[config.mk]
export PLATFORM = sky130hd
export DESIGN_NAME = swbm_div
export DESIGN_NICKNAME = d
export VERILOG_FILES = /design/src/rtl/core/swbm_pkg.sv /design/src/rtl/core/swbm_div.sv
export SDC_FILE = /design/constraint.sdc
export NUM_CORES = 1
export LEC_CHECK = 0
export BUFFER_PORTS_ARGS = -buffer_cell sky130_fd_sc_hd__buf_2
export CAP_MARGIN = 20
export CORE_MARGIN = 2
export CORE_UTILIZATION = 39
export DETAILED_ROUTE_END_ITERATION = 12
export GPL_TIMING_DRIVEN = 1
export PLACE_DENSITY = 0.63
export SLEW_MARGIN = 10
export SYNTH_ARGS = -nofsm -noshare
export SYNTH_HDL_FRONTEND = slang
export SYNTH_SLANG_ARGS = --single-unit
[constraint.sdc]
create_clock -name clk_i -period 2.9 [get_ports clk_i]
set_input_delay 0.58 -clock clk_i [delete_from_list [all_inputs] [get_ports clk_i]]
set_output_delay 0.58 -clock clk_i [all_outputs]
set_load 0.005 [all_outputs]
[src/rtl/core/swbm_pkg.sv]
// Shared types and constants for the sliding window bitrate meter.
// No dependencies; imported by every module under rtl/core.
package swbm_pkg;

  // Default ring depth in packets
  localparam int unsigned DefDepth = 1024;

  // Reset value of the window register in milliseconds
  localparam logic [15:0] WindowReset = 16'd5000;

  // 1000 ms per second times 256 for Q8 output
  localparam int unsigned MsQ8 = 256000;

  // Interval accumulator width: stays below window + 2^32
  localparam int unsigned IntervalW = 33;

  // Largest output values
  localparam logic [31:0] KbpsMax = 32'hFFFF_FFFF;
  localparam logic [27:0] FpsMax  = 28'hFFF_FFFF;

  // Request codes
  localparam logic ActRecord = 1'b0;
  localparam logic ActQuery  = 1'b1;

  // Query sequencer
  typedef enum logic [2:0] {
    ST_IDLE,
    ST_LOAD,
    ST_STEP,
    ST_END,
    ST_DIVK,
    ST_WAITK,
    ST_DIVF,
    ST_WAITF
  } swbm_state_e;

endpackage

[src/rtl/core/swbm_div.sv]
// Restoring radix-2 divider, one quotient bit per cycle.
// Depends on swbm_pkg for the IntervalW default.
module swbm_div import swbm_pkg::*; #(
  parameter int unsigned NW = 29,
  parameter int unsigned DW = IntervalW
) (
  input  logic          clk_i,
  input  logic          rst_ni,
  input  logic          start_i,
  input  logic [NW-1:0] num_i,
  input  logic [DW-1:0] den_i,
  output logic          done_o,
  output logic [NW-1:0] quot_o
);

  localparam int unsigned CW = $clog2(NW + 1);

  logic          busy_q, busy_d;
  logic          done_q, done_d;
  logic [CW-1:0] cnt_q, cnt_d;
  logic [DW-1:0] rem_q, rem_d;
  logic [DW-1:0] den_q, den_d;
  logic [NW-1:0] acc_q, acc_d;
  logic [DW:0]   trial;
  logic [DW:0]   diff;
  logic          qbit;

  // One trial subtraction per cycle
  always_comb begin
    trial  = {rem_q, acc_q[NW-1]};
    diff   = trial - {1'b0, den_q};
    qbit   = (trial >= {1'b0, den_q});
    busy_d = busy_q;
    done_d = 1'b0;
    cnt_d  = cnt_q;
    rem_d  = rem_q;
    den_d  = den_q;
    acc_d  = acc_q;
    if (start_i) begin
      busy_d = 1'b1;
      cnt_d  = CW'(NW);
      rem_d  = '0;
      den_d  = den_i;
      acc_d  = num_i;
    end else if (busy_q) begin
      rem_d = qbit ? diff[DW-1:0] : trial[DW-1:0];
      acc_d = {acc_q[NW-2:0], qbit};
      cnt_d = cnt_q - 1'b1;
      if (cnt_q == CW'(1)) begin
        busy_d = 1'b0;
        done_d = 1'b1;
      end
    end
  end

  // Control state
  always_ff @(posedge clk_i or negedge rst_ni) begin
    if (!rst_ni) begin
      busy_q <= 1'b0;
      done_q <= 1'b0;
      cnt_q  <= '0;
    end else begin
      busy_q <= busy_d;
      done_q <= done_d;
      cnt_q  <= cnt_d;
    end
  end

  // Datapath
  always_ff @(posedge clk_i) begin
    rem_q <= rem_d;
    den_q <= den_d;
    acc_q <= acc_d;
  end

  assign done_o = done_q;
  assign quot_o = acc_q;

endmodule

**Word-level counts from Yosys, hierarchy flattened**

Cells that the tools add are included.
W data, S select, Z words.

- Register bits: 102
- Output and inout bits: 30
- Logic and storage cells: 22

- $add $sub $neg: 2
- Order comparisons: 1
- Equal/unequal tests: 1
- Multiplexer cells: 11
- Reduce and logical (&&, ||, !) cells: 1

Operators by type and width:

| kind | count |
|---|---|
| $mux W29 | 2 |
| $ge A34 B33 Y1 | 1 |
| $mux W33 | 1 |
| $sub A33 B33 Y33 | 1 |
| $mux W5 | 2 |
| $mux W1 | 6 |
| $eq A5 B1 Y1 const B | 1 |
| $sub A5 B1 Y5 const B | 1 |
| $reduce_bool A2 Y1 | 1 |

**Logic depth before layout (Yosys ltp)**

- Word-level depth: 4
- Mapped depth: 16
- Depth with buffers taken out: 14

**Worst setup path before layout**

Ideal clock, no wire load.

- Path kind: reg2reg
- Start: reg acc_q[28], in the netlist quot_o[28]
- End: reg rem_q[25]
- Setup time: 117 ps
- Arrival time: 2,950 ps
- Slack: -167 ps
- Cell stages (with the launch flop): 16
- Buffers on the path: 2
- Clock period less this slack: 3,067 ps
- Cell sequence: edfxtp_1 > inv_1 > ha_1 > inv_1 > fa_1 > a21o_1 > a311o_2 > nand2_1 > a21oi_1 > a41oi_2 > o31a_4 > o41a_1 > buf_6 > buf_2 > o21ai_0 > a22o_1

- Cells in the longest elaborated chain, start to end: 2

Ends and longest elaborated chain:

| what | line | text |
|---|---|---|
| start, declared | swbm_div.sv:23 | `logic [NW-1:0] acc_q, acc_d;` |
| start signal, assigned | swbm_div.sv:73 | `acc_q <= acc_d;` |
| $sub A33 B33 Y33 / $ge A34 B33 Y1 (equally long branches) | swbm_div.sv:31, swbm_div.sv:32 |  |
| $mux W33 * | swbm_div.sv:46 | `rem_d = qbit ? diff[DW-1:0] : trial[DW-1:0];` |
| end signal, assigned | swbm_div.sv:71 | `rem_q <= rem_d;` |
| end, declared | swbm_div.sv:21 | `logic [DW-1:0] rem_q, rem_d;` |

Every way passes the cells marked *; elsewhere a longest branch is shown, timed or not.
A chain may end at the register's enable or synchronous reset.

**Worst setup path after layout**

- Start: reg den_q[0]
- End: reg rem_q[6]

- Cells in the longest elaborated chain, start to end: 2

Ends and longest elaborated chain:

| what | line | text |
|---|---|---|
| start, declared | swbm_div.sv:22 | `logic [DW-1:0] den_q, den_d;` |
| start signal, assigned | swbm_div.sv:72 | `den_q <= den_d;` |
| $sub A33 B33 Y33 / $ge A34 B33 Y1 (equally long branches) | swbm_div.sv:31, swbm_div.sv:32 |  |
| $mux W33 * | swbm_div.sv:46 |  |

Marks and branches as above.

==> impl_metrics.yaml <==
status:
  status: "finished, violations left"
  violations: "setup timing"
cts:
  cts_root_buffer: "clkbuf_16"
  holdBufCountCts: 0
  cts.htree.levels: 3
  cts_buffers: 9
  insertion_delay_ps: 360
  cts_tree: "built"
  cts_buffer_depth: 2
  clk_pin_slew_ps: 80
  cts.sinks: 102
synthesis:
  mappedNetlistArea_um2: 6040
  yosys_warnings: 0
  ys_seq_area_frac: 0.447
  synth.distinct_cells: 62
  synth_edf_count: 62
  syn_inst: 578
  synth_ff_type: "edfxtp_1"
  async_flop_share: 0.0686
  synthesis.nets: 679
  avgSynthCellArea_um2: 10.4
  ys_ff_latch: 102
  yosysTopAreaCellShare: 0.308
  yosys-top-cells-area: "edfxtp_1, dfxtp_1, ha_1"
  yosysTopAreaCell: "edfxtp_1"
timing:
  fin_worst_skew_ps: 15.4
  rsz0062_at_grt: "true"
  finalHoldViolCount: 0
  fin_ws_ps: -124
  tightest_slew_ps: 841
  slew_viol_final: 0
  finalSetupViolations: 32
  fin_crit_sh: 1.04
  relSlewSlack: 0.438
  period_minus_slack_ps: 3020
  max_freq_ghz: 0.331
global_routing:
  grt_antenna_before_repair: 0
  grt_max_degree: 34
  busiest_layer: "met2"
  gr-total-overflow: 0
  grt_pass1_vias: 4800
  track_usage: 0.174
  grt_use_met3: 0.0470
  grtUsageMet1: 0.214
  grt_pass1_wl_um: 22900
  grt_use_met2: 0.293
pwr:
  peakVddDrop_v: 0.000397
  p_per_area_nw_per_um2: 833
  power.leakage_nw: 3.37
worst_setup_path:
  worst-path-buf-inv: 2
  worstPathArrival_ps: 3300
  criticalPathCategory: "flip-flop to flip-flop"
  path_cells: "ha_2 > inv_2 > fa_2 > a21o_1 > a311o_2 > nand2_2 > a21oi_2 > a41oi_2 > o31a_4 > o41a_4 > buf_4 > a211oi_2 > a21oi_1 > a211oi_1"
  critPathMaxFanout: 4
  cp_top_family: "compound AO/OA/AOI/OAI gates"
  slowest_stage: "o41a_4"
  critPathCaptureType: "flip-flop"
  max_stage_delay_ps: 410
  crit_required_ps: 3180
  crit_path_start_kind: "flip-flop"
placement:
  dp_hpwl_um: 10000
  place_congestion: 0.916
  dp_slack_ps: -206
  portBuffers: 94
drt:
  drc: 0
  viasPerCell: 5.24
  wl_um: 14000
  ant_nets: 0
  first_iter_violations: 211
  vias: 4753
  dr.pass1.iters: 4
  wl_per_cell_um: 15.4
run:
  cap_violations: 0
layout:
  synthToLayoutAreaGrowth_pct: 25.4
  fin_util: 0.500
  n_fill_cell: 1354
  nets: 815
  drive_above_1_share: 0.378
  diodes: 0
die:
  dieArea_um2: 16500
  die_x_um: 128
  coreArea_um2: 15100
  die_h_um: 128
  start_util: 0.399
  num_io_pins: 95
  std_cell_rows: 45
worst_hold_path:
  min_path_type: "primary input to async pin"
## metal layers
| layer | vias to the layer above | share of wire |
|---|---|---|
| met2 | 104 | 0.47 |
| li1 | 2372 | - |
| met3 | 20 | 0.047 |
| met4 | 0 | 0.019 |
| met1 | 2257 | 0.46 |
| met5 | - | 0 |
## report_power, final
part           switching (W)  internal [W]
logic                0.00163       0.00148
registers           0.000185       0.00181
clock network       0.000604      0.000604
## registers in the layout (all words and copies together) (netlist names)
name and cells:
den_q 33, quot_o 29, rem_q 33, busy_q 1, done_o 1, cnt_q 5
## layout make-up
type | instances | area (um^2) | share of cell area
clock inverters | 7 | 66.3 | 0.00875
clock buffers | 9 | 225 | 0.0297
flip-flops and latches | 102 | 2700 | 0.356
well taps | 188 | 235 | 0.0310
repair buffers | 155 | 1010 | 0.133
multi-input cells | 404 | 3190 | 0.421
inverters | 42 | 158 | 0.0208
## what timing repair did
item	4_1_cts	5_1_grt
setup endpoints to repair	34	34
setup buffers	4	2
hold endpoints to repair	0	0
cloned	1	1
resized for setup	10	34
pin swaps	4	16
## synthesized netlist by cell type, types with 2 or more instances
cell       number
nor2_4          7
nor2_1         43
dfxtp_1        33
nand4_1         7
dfrtp_1         7
o21bai_1        5
o31a_1          2
a22o_1          4
nand2_1        31
buf_1           3
nor4_1          2
nand2b_1       12
nand3_1         6
edfxtp_1       62
xnor2_1        13
a31oi_1         5
a41o_1          2
and3_1          2
nor2b_1         2
buf_2           4
ha_1           35
clkbuf_1       18
a21o_1         16
nor3_1          8
mux2_2         28
o2111ai_1       2
or3_1           3
xor2_1         20
a21oi_1        54
o21ai_0        18
buf_6           3
o21a_1          4
a32oi_1         2
nor2_2          9
a211oi_2       18
a211oi_1       14
inv_1          42
mux2i_1         8
## cells in the final DEF, fill, tap and decap left out, types with 5 or more instances in the layout
master     count
clkbuf_16     10
nand2_1       29
o21ai_1       10
a21oi_1       43
buf_4         57
buf_2         93
a21oi_2        8
ha_1          34
nor3_1         7
nand2b_1      12
mux2_2        28
a21o_1        16
o21bai_1       5
dfrtp_1        6
a211oi_2      21
edfxtp_1      62
nor2_4         8
xor2_1        19
o21ai_0        8
nor2_2        10
xnor2_1       13
nand4_1        7
nor2_1        41
a211oi_1      11
inv_1         41
dfxtp_1       33
nand3_1        6
mux2i_1        8
## final timing paths
check | from | to | slack (ps) | cells past startpoint
worst min-delay path | rst_ni | cnt_q[3]$_DFFE_PN0P_ | 40 | 1
max in group asynchronous | rst_ni | busy_q$_DFF_PN0_ | 2680 | 1
worst max register to register | den_q[0]$_DFFE_PP_ | rem_q[6]$_SDFFE_PP0P_ | -120 | 14
worst min register to register | rem_q[7]$_SDFFE_PP0P_ | rem_q[7]$_SDFFE_PP0P_ | 510 | 2
min in group clk_i | den_i[24] | den_q[24]$_DFFE_PP_ | 390 | 1
worst max-delay path | den_q[0]$_DFFE_PP_ | rem_q[6]$_SDFFE_PP0P_ | -120 | 14
## logic make-up after synthesis
logic type	after synthesis	synth area share
compound gates	160	0.192
simple gates	139	0.119
flops	102	0.447
buf+inv	72	0.0526
mux	36	0.0655
fa+ha+maj	36	0.0758
xor+xnor	33	0.0479
## through the flow
| step | total power (W) | instances | hold slack, ps | area (um^2) | TNS, ps |
|---|---|---|---|---|---|
| 3_5_place_dp | 0.00468 | 883 | 428 | 7010 | -4500 |
| 6_report | 0.00631 | 907 | 44.1 | 7580 | -2570 |
| 2_1_floorplan | 0.00397 | 578 | 284 | 6050 | 0 |
| 3_3_place_gp | 0.00463 | 883 | 419 | 7010 | -2540 |
| 4_1_cts | 0.00609 | 904 | 32.1 | 7410 | -2780 |
| 5_1_grt | 0.00673 | 907 | 38.0 | 7580 | -7780 |
No activity file was read; power rests on OpenSTA's default activity.
